$ cat src/rtl/assert_macros.svh
// Assertion helpers for the RTL top level.
`ifndef ASSERT_MACROS_SVH
`define ASSERT_MACROS_SVH

`ifndef SYNTHESIS

// Check prop at every rising edge outside reset.
`define LDR_ASSERT(label, clk, rst, prop, msg) \
  label: assert property (@(posedge clk) disable iff (rst) prop) else $error(msg);

// Check that cons holds in the cycle after ante.
`define LDR_ASSERT_NEXT(label, clk, rst, ante, cons, msg) \
  label: assert property (@(posedge clk) disable iff (rst) ante |=> cons) else $error(msg);

`else

`define LDR_ASSERT(label, clk, rst, prop, msg)
`define LDR_ASSERT_NEXT(label, clk, rst, ante, cons, msg)

`endif

`endif

$ cat src/rtl/ldr_pkg.sv
package ldr_pkg;

  localparam int VALUE_W = 32;
  localparam int COUNT_W = 7;

  typedef struct packed {
    logic signed [VALUE_W-1:0] value;
    logic                      last_item;
  } ldr_in_t;

  typedef struct packed {
    logic                      keep;
    logic signed [VALUE_W-1:0] kept_value;
    logic [COUNT_W-1:0]        distinct_count;
    logic                      overflow;
    logic                      list_end;
  } ldr_out_t;

  // Controller to datapath
  typedef struct packed {
    logic load;
    logic scan;
    logic publish;
  } ldr_cmd_t;

  // Datapath to controller
  typedef struct packed {
    logic scan_done;
    logic out_free;
  } ldr_stat_t;

endpackage

$ cat src/rtl/list_duplicate_remover_top.sv
// First-occurrence filter over lists of signed 32-bit values.
// Input channel: in_valid / in_stall / in_data (value, last_item). Output
// channel: out_valid / out_stall / out_data (keep, kept_value, distinct_count,
// overflow, list_end). An item moves at a rising edge with valid high and
// stall low. Every input item gives exactly one result.
// Each item is compared against the distinct values stored so far, one table
// entry per cycle from a single-port-read memory. From accept to result an
// item goes through these steps: accept, one read per stored entry (fewer
// when a match is found early), drain of the memory read, publish. One item
// is in work at a time; the next is taken once the controller is back in
// idle after the publish step.
// A new value is appended while the table has room; with the table full it is
// flagged overflow and not stored. The result of the last_item item carries
// the count including that item, then the table is emptied for the next list.
// The result sits in an output register: a new item is taken while an older
// result waits under out_stall; the block holds in the publish step only if
// the output register is still occupied. Reset empties the table at once (no
// clearing pass) and drops out_valid; in_stall is high while rst is high.
`include "assert_macros.svh"

module list_duplicate_remover_top #(
  parameter int TABLE_DEPTH = 64
) (
  input  logic              clk,
  input  logic              rst,
  input  logic              in_valid,
  output logic              in_stall,
  input  ldr_pkg::ldr_in_t  in_data,
  output logic              out_valid,
  input  logic              out_stall,
  output ldr_pkg::ldr_out_t out_data
);

  ldr_pkg::ldr_cmd_t  cmd;
  ldr_pkg::ldr_stat_t stat;

  ldr_ctrl u_ctrl (
    .clk      (clk),
    .rst      (rst),
    .in_valid (in_valid),
    .in_stall (in_stall),
    .stat     (stat),
    .cmd      (cmd)
  );

  ldr_datapath #(
    .TABLE_DEPTH (TABLE_DEPTH)
  ) u_datapath (
    .clk       (clk),
    .rst       (rst),
    .in_data   (in_data),
    .cmd       (cmd),
    .stat      (stat),
    .out_stall (out_stall),
    .out_valid (out_valid),
    .out_data  (out_data)
  );

  // One item in work at a time
  `LDR_ASSERT_NEXT(a_busy_after_accept, clk, rst, in_valid && !in_stall, in_stall, "accepted item did not block the input")
  // A result appears only from a publish step
  `LDR_ASSERT(a_rise_from_publish, clk, rst, $rose(out_valid) |-> $past(cmd.publish), "result appeared without publish")
  // Overflow is only reported on a value that is kept
  `LDR_ASSERT(a_overflow_keeps, clk, rst, out_valid |-> (!out_data.overflow || out_data.keep), "overflow on a dropped item")

endmodule

$ cat src/rtl/ldr_ram.sv
module ldr_ram #(
  parameter int WIDTH = 32,
  parameter int DEPTH = 64
) (
  input  logic                     clk,
  input  logic                     wr_en,
  input  logic [$clog2(DEPTH)-1:0] wr_addr,
  input  logic [WIDTH-1:0]         wr_data,
  input  logic [$clog2(DEPTH)-1:0] rd_addr,
  output logic [WIDTH-1:0]         rd_data
);

  logic [WIDTH-1:0] mem [DEPTH];

  // Write one entry, read one entry registered
  always_ff @(posedge clk) begin
    if (wr_en) begin
      mem[wr_addr] <= wr_data;
    end
    rd_data <= mem[rd_addr];
  end

endmodule

$ cat src/rtl/ldr_ctrl.sv
module ldr_ctrl (
  input  logic              clk,
  input  logic              rst,
  input  logic              in_valid,
  output logic              in_stall,
  input  ldr_pkg::ldr_stat_t stat,
  output ldr_pkg::ldr_cmd_t  cmd
);

  typedef enum logic [1:0] {
    ST_IDLE,
    ST_SCAN,
    ST_DECIDE
  } state_t;

  state_t state;

  // Take an item only while idle and out of reset
  assign in_stall = rst || (state != ST_IDLE);

  always_comb begin
    cmd.load    = (state == ST_IDLE) && in_valid && !rst;
    cmd.scan    = (state == ST_SCAN);
    cmd.publish = (state == ST_DECIDE) && stat.out_free;
  end

  // Advance through accept, scan and publish
  always_ff @(posedge clk) begin
    if (rst) begin
      state <= ST_IDLE;
    end else begin
      case (state)
        ST_IDLE: begin
          if (in_valid) begin
            state <= ST_SCAN;
          end
        end
        ST_SCAN: begin
          if (stat.scan_done) begin
            state <= ST_DECIDE;
          end
        end
        ST_DECIDE: begin
          if (stat.out_free) begin
            state <= ST_IDLE;
          end
        end
        default: begin
          state <= ST_IDLE;
        end
      endcase
    end
  end

endmodule

$ cat src/rtl/ldr_datapath.sv
module ldr_datapath #(
  parameter int TABLE_DEPTH = 64
) (
  input  logic               clk,
  input  logic               rst,
  input  ldr_pkg::ldr_in_t   in_data,
  input  ldr_pkg::ldr_cmd_t  cmd,
  output ldr_pkg::ldr_stat_t stat,
  input  logic               out_stall,
  output logic               out_valid,
  output ldr_pkg::ldr_out_t  out_data
);

  localparam int AW = $clog2(TABLE_DEPTH);
  localparam int FW = $clog2(TABLE_DEPTH + 1);

  logic signed [ldr_pkg::VALUE_W-1:0] value;
  logic                               last_item;
  logic [FW-1:0]                      fill;
  logic [FW-1:0]                      fill_next;
  logic [FW-1:0]                      scan_idx;
  logic                               pending;
  logic                               found;
  logic                               issue;
  logic                               full;
  logic                               store;
  logic [ldr_pkg::VALUE_W-1:0]        rd_data;

  assign full      = (fill == FW'(TABLE_DEPTH));
  assign store     = !found && !full;
  assign fill_next = fill + FW'(store);
  assign issue     = cmd.scan && !found && (scan_idx != fill);

  assign stat.scan_done = !pending && (found || (scan_idx == fill));
  assign stat.out_free  = !out_valid || !out_stall;

  // Distinct values of the current list
  ldr_ram #(
    .WIDTH (ldr_pkg::VALUE_W),
    .DEPTH (TABLE_DEPTH)
  ) u_table (
    .clk     (clk),
    .wr_en   (cmd.publish && store),
    .wr_addr (fill[AW-1:0]),
    .wr_data (value),
    .rd_addr (scan_idx[AW-1:0]),
    .rd_data (rd_data)
  );

  // Hold the item being worked on
  always_ff @(posedge clk) begin
    if (cmd.load) begin
      value     <= in_data.value;
      last_item <= in_data.last_item;
    end
  end

  // Walk the table, one read per cycle, compare in the cycle after each read
  always_ff @(posedge clk) begin
    if (rst) begin
      scan_idx <= '0;
      pending  <= 1'b0;
      found    <= 1'b0;
    end else if (cmd.load) begin
      scan_idx <= '0;
      pending  <= 1'b0;
      found    <= 1'b0;
    end else begin
      pending <= issue;
      if (issue) begin
        scan_idx <= scan_idx + FW'(1);
      end
      if (pending && (rd_data == value)) begin
        found <= 1'b1;
      end
    end
  end

  // Update the fill count, drop it after the list's last item
  always_ff @(posedge clk) begin
    if (rst) begin
      fill <= '0;
    end else if (cmd.publish) begin
      fill <= last_item ? '0 : fill_next;
    end
  end

  // Output register
  always_ff @(posedge clk) begin
    if (rst) begin
      out_valid <= 1'b0;
    end else if (cmd.publish) begin
      out_valid <= 1'b1;
    end else if (!out_stall) begin
      out_valid <= 1'b0;
    end
  end

  always_ff @(posedge clk) begin
    if (cmd.publish) begin
      out_data.keep           <= !found;
      out_data.kept_value     <= value;
      out_data.distinct_count <= ldr_pkg::COUNT_W'(fill_next);
      out_data.overflow       <= !found && full;
      out_data.list_end       <= last_item;
    end
  end

endmodule

$ cat config.mk
export PLATFORM = sky130hd
export DESIGN_NAME = list_duplicate_remover_top
export DESIGN_NICKNAME = d
export VERILOG_FILES = /design/src/rtl/ldr_pkg.sv /design/src/rtl/list_duplicate_remover_top.sv /design/src/rtl/ldr_ram.sv /design/src/rtl/ldr_ctrl.sv /design/src/rtl/ldr_datapath.sv
export VERILOG_INCLUDE_DIRS = /design/src /design/src/rtl
export SDC_FILE = /design/constraint.sdc
export NUM_CORES = 2
export LEC_CHECK = 0
export ABC_CLOCK_PERIOD_IN_PS = 17200
export BUFFER_PORTS_ARGS = -buffer_cell sky130_fd_sc_hd__buf_2
export CORE_UTILIZATION = 32
export DETAILED_ROUTE_END_ITERATION = 12
export GPL_ROUTABILITY_DRIVEN = 0
export GPL_TIMING_DRIVEN = 0
export SYNTH_ARGS = -nofsm -noshare
export SYNTH_HDL_FRONTEND = slang
export SYNTH_HIERARCHICAL = 1
export SYNTH_SLANG_ARGS = --single-unit
$ cat constraint.sdc
create_clock -name clk -period 17.2 [get_ports clk]
set_input_delay 5.16 -clock clk [delete_from_list [all_inputs] [get_ports clk]]
set_output_delay 5.16 -clock clk [all_outputs]
set_load 0.01 [all_outputs]
==> impl_metrics.toml <==
[synthesis]
synth_edf_count = 2123
synth_top_cells_by_area = "edfxtp_1, mux4_2, dfxtp_1, mux2i_1, nor2_1"
syn_nets = 3620
yosys.area.top_type_share_pct = 77.58
synth_top_area_cell = "edfxtp_1"
synth_cell_type_count = 48
synth_ff_type = "edfxtp_1"
synth_area_mm2 = 0.08218
ys_async_sr_fraction_pct = 0
synthCells = 3580
ys.warnings.count = 6
avgSynthCellArea_um2 = 22.95
synth.top_cells.by_count = "edfxtp_1, mux4_2, nor2_1, mux2i_1, o22ai_1"
yosys_register_bits = 2174
synth.most_common_cell = "edfxtp_1"
ys_seq_area_share_pct = 78.82

[worst_setup_path]
slowest_delay_ns = 0.37
critPathMostFrequentCell = "buf_2"
crit_path_start = "rst"
end_kind = "primary output"
worst_setup_path_start_kind = "input pin"
required_ns = 12.04
crit_type = "input pin to primary output"
slowest_stage = "or3_1"
critPathMaxFanout = 4
worstPathCellList = "buf_2 > or3_1 > buf_2"
cp.arrival_ns = 5.81
regToRegStartpoint = "u_datapath/scan_idx[1]"

[placed_design]
port_buffers = 80
dp_slack_ns = 6.228
dp_cells = 7198
dp_hpwl_um = 165300

[route]
drt_iter0_drc = 5817
routed_wl_um = 244200
drt-wirelength-per-cell_um = 32.23
drc_errors = 0
firstDrtPassIters = 6
vias_per_cell = 5.516
antenna_left = 0
num_vias = 41800

[layout]
n_fill_cell = 22510
fin_cells = 7578
finalNetCount = 4076
drive_gt1_share_pct = 29.37
synthToLayoutAreaGrowth_pct = 18.94

[grt]
grt_util_met1_pct = 25.27
grt_overflow = 0
grt_start_max_net_pins = 34
grt_pass1_wl_um = 331400
grt_pass1_vias = 40530
grt.total_usage_pct = 18.71
grt-busiest-layer = "met2"
use_met2_pct = 29.13
antenna_found_initial = 11
met3_usage_pct = 4.913

[clock_network]
clockBufferDepth = 3
cts_buffers = 202
h-tree-depth = 4
clk_latency_ns = 0.85
cts_tree = "done"
cts-root-buf = "clkbuf_16"
post_cts_buffers = 0
ctsHoldBuffers = 0
cts_resized = 0
clk_pin_slew_ns = 0.06
clock-sinks = 2174

[sta]
tightest_slew_ns = 1.554
setup_viol = 0
drv_slew = 37
fmax_ghz = 0.09119
period_needed_ns = 10.97
worst_slack_ns = 6.234
maxSlewHeadroom_pct = -3.618
hold_viol = 0
fin_hold_ws_ns = 0.5203
clock_skew_ns = 0.05593
timing.final.crit_share_pct = 63.76
setup_tns_ns = 0
rsz0062_at_grt = "no"

[power_and_ir_drop]
total_leakage_power_nw = 29.26
p_per_area_mw_per_mm2 = 106.9
vdd_drop_max_uv = 77.55
p_total_mw = 10.45

[die]
start_util_pct = 32.27
fp.dieH_um = 508.8
coreArea_mm2 = 0.2546
rows = 185
ios = 81
die_w_um = 508.8
die_area_mm2 = 0.2588

[status]
violations = "capacitance limit, slew limit"
status = "finished, violations left"

[worst_hold_path]
min_from = "u_ctrl/state[1]"
hp-class = "register to register"

[job]
maxCapViolCount = 3
## final timing paths
| check | endpoint | slack (ns) | depth (start not counted) |
|---|---|---|---|
| worst max-delay path | in_stall | 6.23 | 3 |
| worst max register to register | u_datapath/u_table/rd_data[22] | 12.62 | 7 |
| worst min register to register | u_ctrl/state[0] | 0.52 | 1 |
| worst min-delay path | u_ctrl/state[0] | 0.52 | 1 |
## cell usage in the layout (no fill, tap or decap), types with 48 or more instances in the layout
master / n
nor2_1: 90
clkbuf_16: 204
mux4_2: 544
o22ai_1: 85
a21oi_1: 76
nor2_4: 64
buf_16: 94
mux2i_1: 93
clkinv_1: 48
clkbuf_1: 123
buf_2: 141
dfxtp_1: 51
edfxtp_1: 2123
buf_12: 64
## power by group
group          switching, mW  internal, mW
Clock                   1.96          2.43
Sequential            0.0236          5.82
Combinational          0.136        0.0844
Total                   2.11          8.33
## metrics by stage
stage | cell area, um^2 | utilization (%)
3_3_place_gp | 86790 | 34.09
2_1_floorplan | 82180 | -
4_1_cts | 97720 | 38.38
3_5_place_dp | 91330 | 35.87
6_report | 97740 | 38.39
5_1_grt | 97730 | 38.38
## layer usage
| metal | part of all wire (%) | vias to the layer above |
|---|---|---|
| li1 | - | 16170 |
| met2 | 46 | 2510 |
| met5 | 0.011 | - |
| met1 | 39 | 22700 |
| met3 | 11 | 412 |
| met4 | 3.7 | 4 |
## worst max-delay path: cells and delay by family
kind | cells | cell delay (ns)
buffers and inverters | 2 | 0.29
AND/OR/NAND/NOR | 1 | 0.37
## registers in the layout, indices dropped and copies added, names as in the netlist
| name | cells |
|---|---|
| u_ctrl/state | 2 |
| u_datapath/fill | 7 |
| u_datapath/found | 1 |
| u_datapath/last_item | 1 |
| u_datapath/out_data | 42 |
| u_datapath/out_valid | 1 |
| u_datapath/pending | 1 |
| u_datapath/scan_idx | 7 |
| u_datapath/u_table/mem | 2048 |
| u_datapath/u_table/rd_data | 32 |
| u_datapath/value | 32 |
## cell type report
type / instances / area, um^2 / area share [%]
multi-input cells: 1208 / 16940 / 17.33
clock buffers: 257 / 5364 / 5.488
flip-flops and latches: 2174 / 64770 / 66.27
clock inverters: 112 / 1026 / 1.050
plain buffers: 190 / 923.4 / 0.9447
inverters: 8 / 30.03 / 0.03072
diodes: 11 / 27.53 / 0.02816
repair buffers: 252 / 4446 / 4.548
well taps: 3366 / 4212 / 4.309
## logic make-up (layout without fill, tap and decap cells)
kind of cell    Yosys count  in the layout  share of synthesized area (%)
fa+ha+maj                 3              3                        0.04568
other cells               0             11                              0
mux                     637            637                          16.04
flops                  2174           2174                          78.82
buf+inv                 198            819                          1.157
simple gates            291            291                          1.655
xor+xnor                 42             42                         0.4476
compound gates          235            235                          1.830
Note: power is estimated with default switching activity, not from simulation.
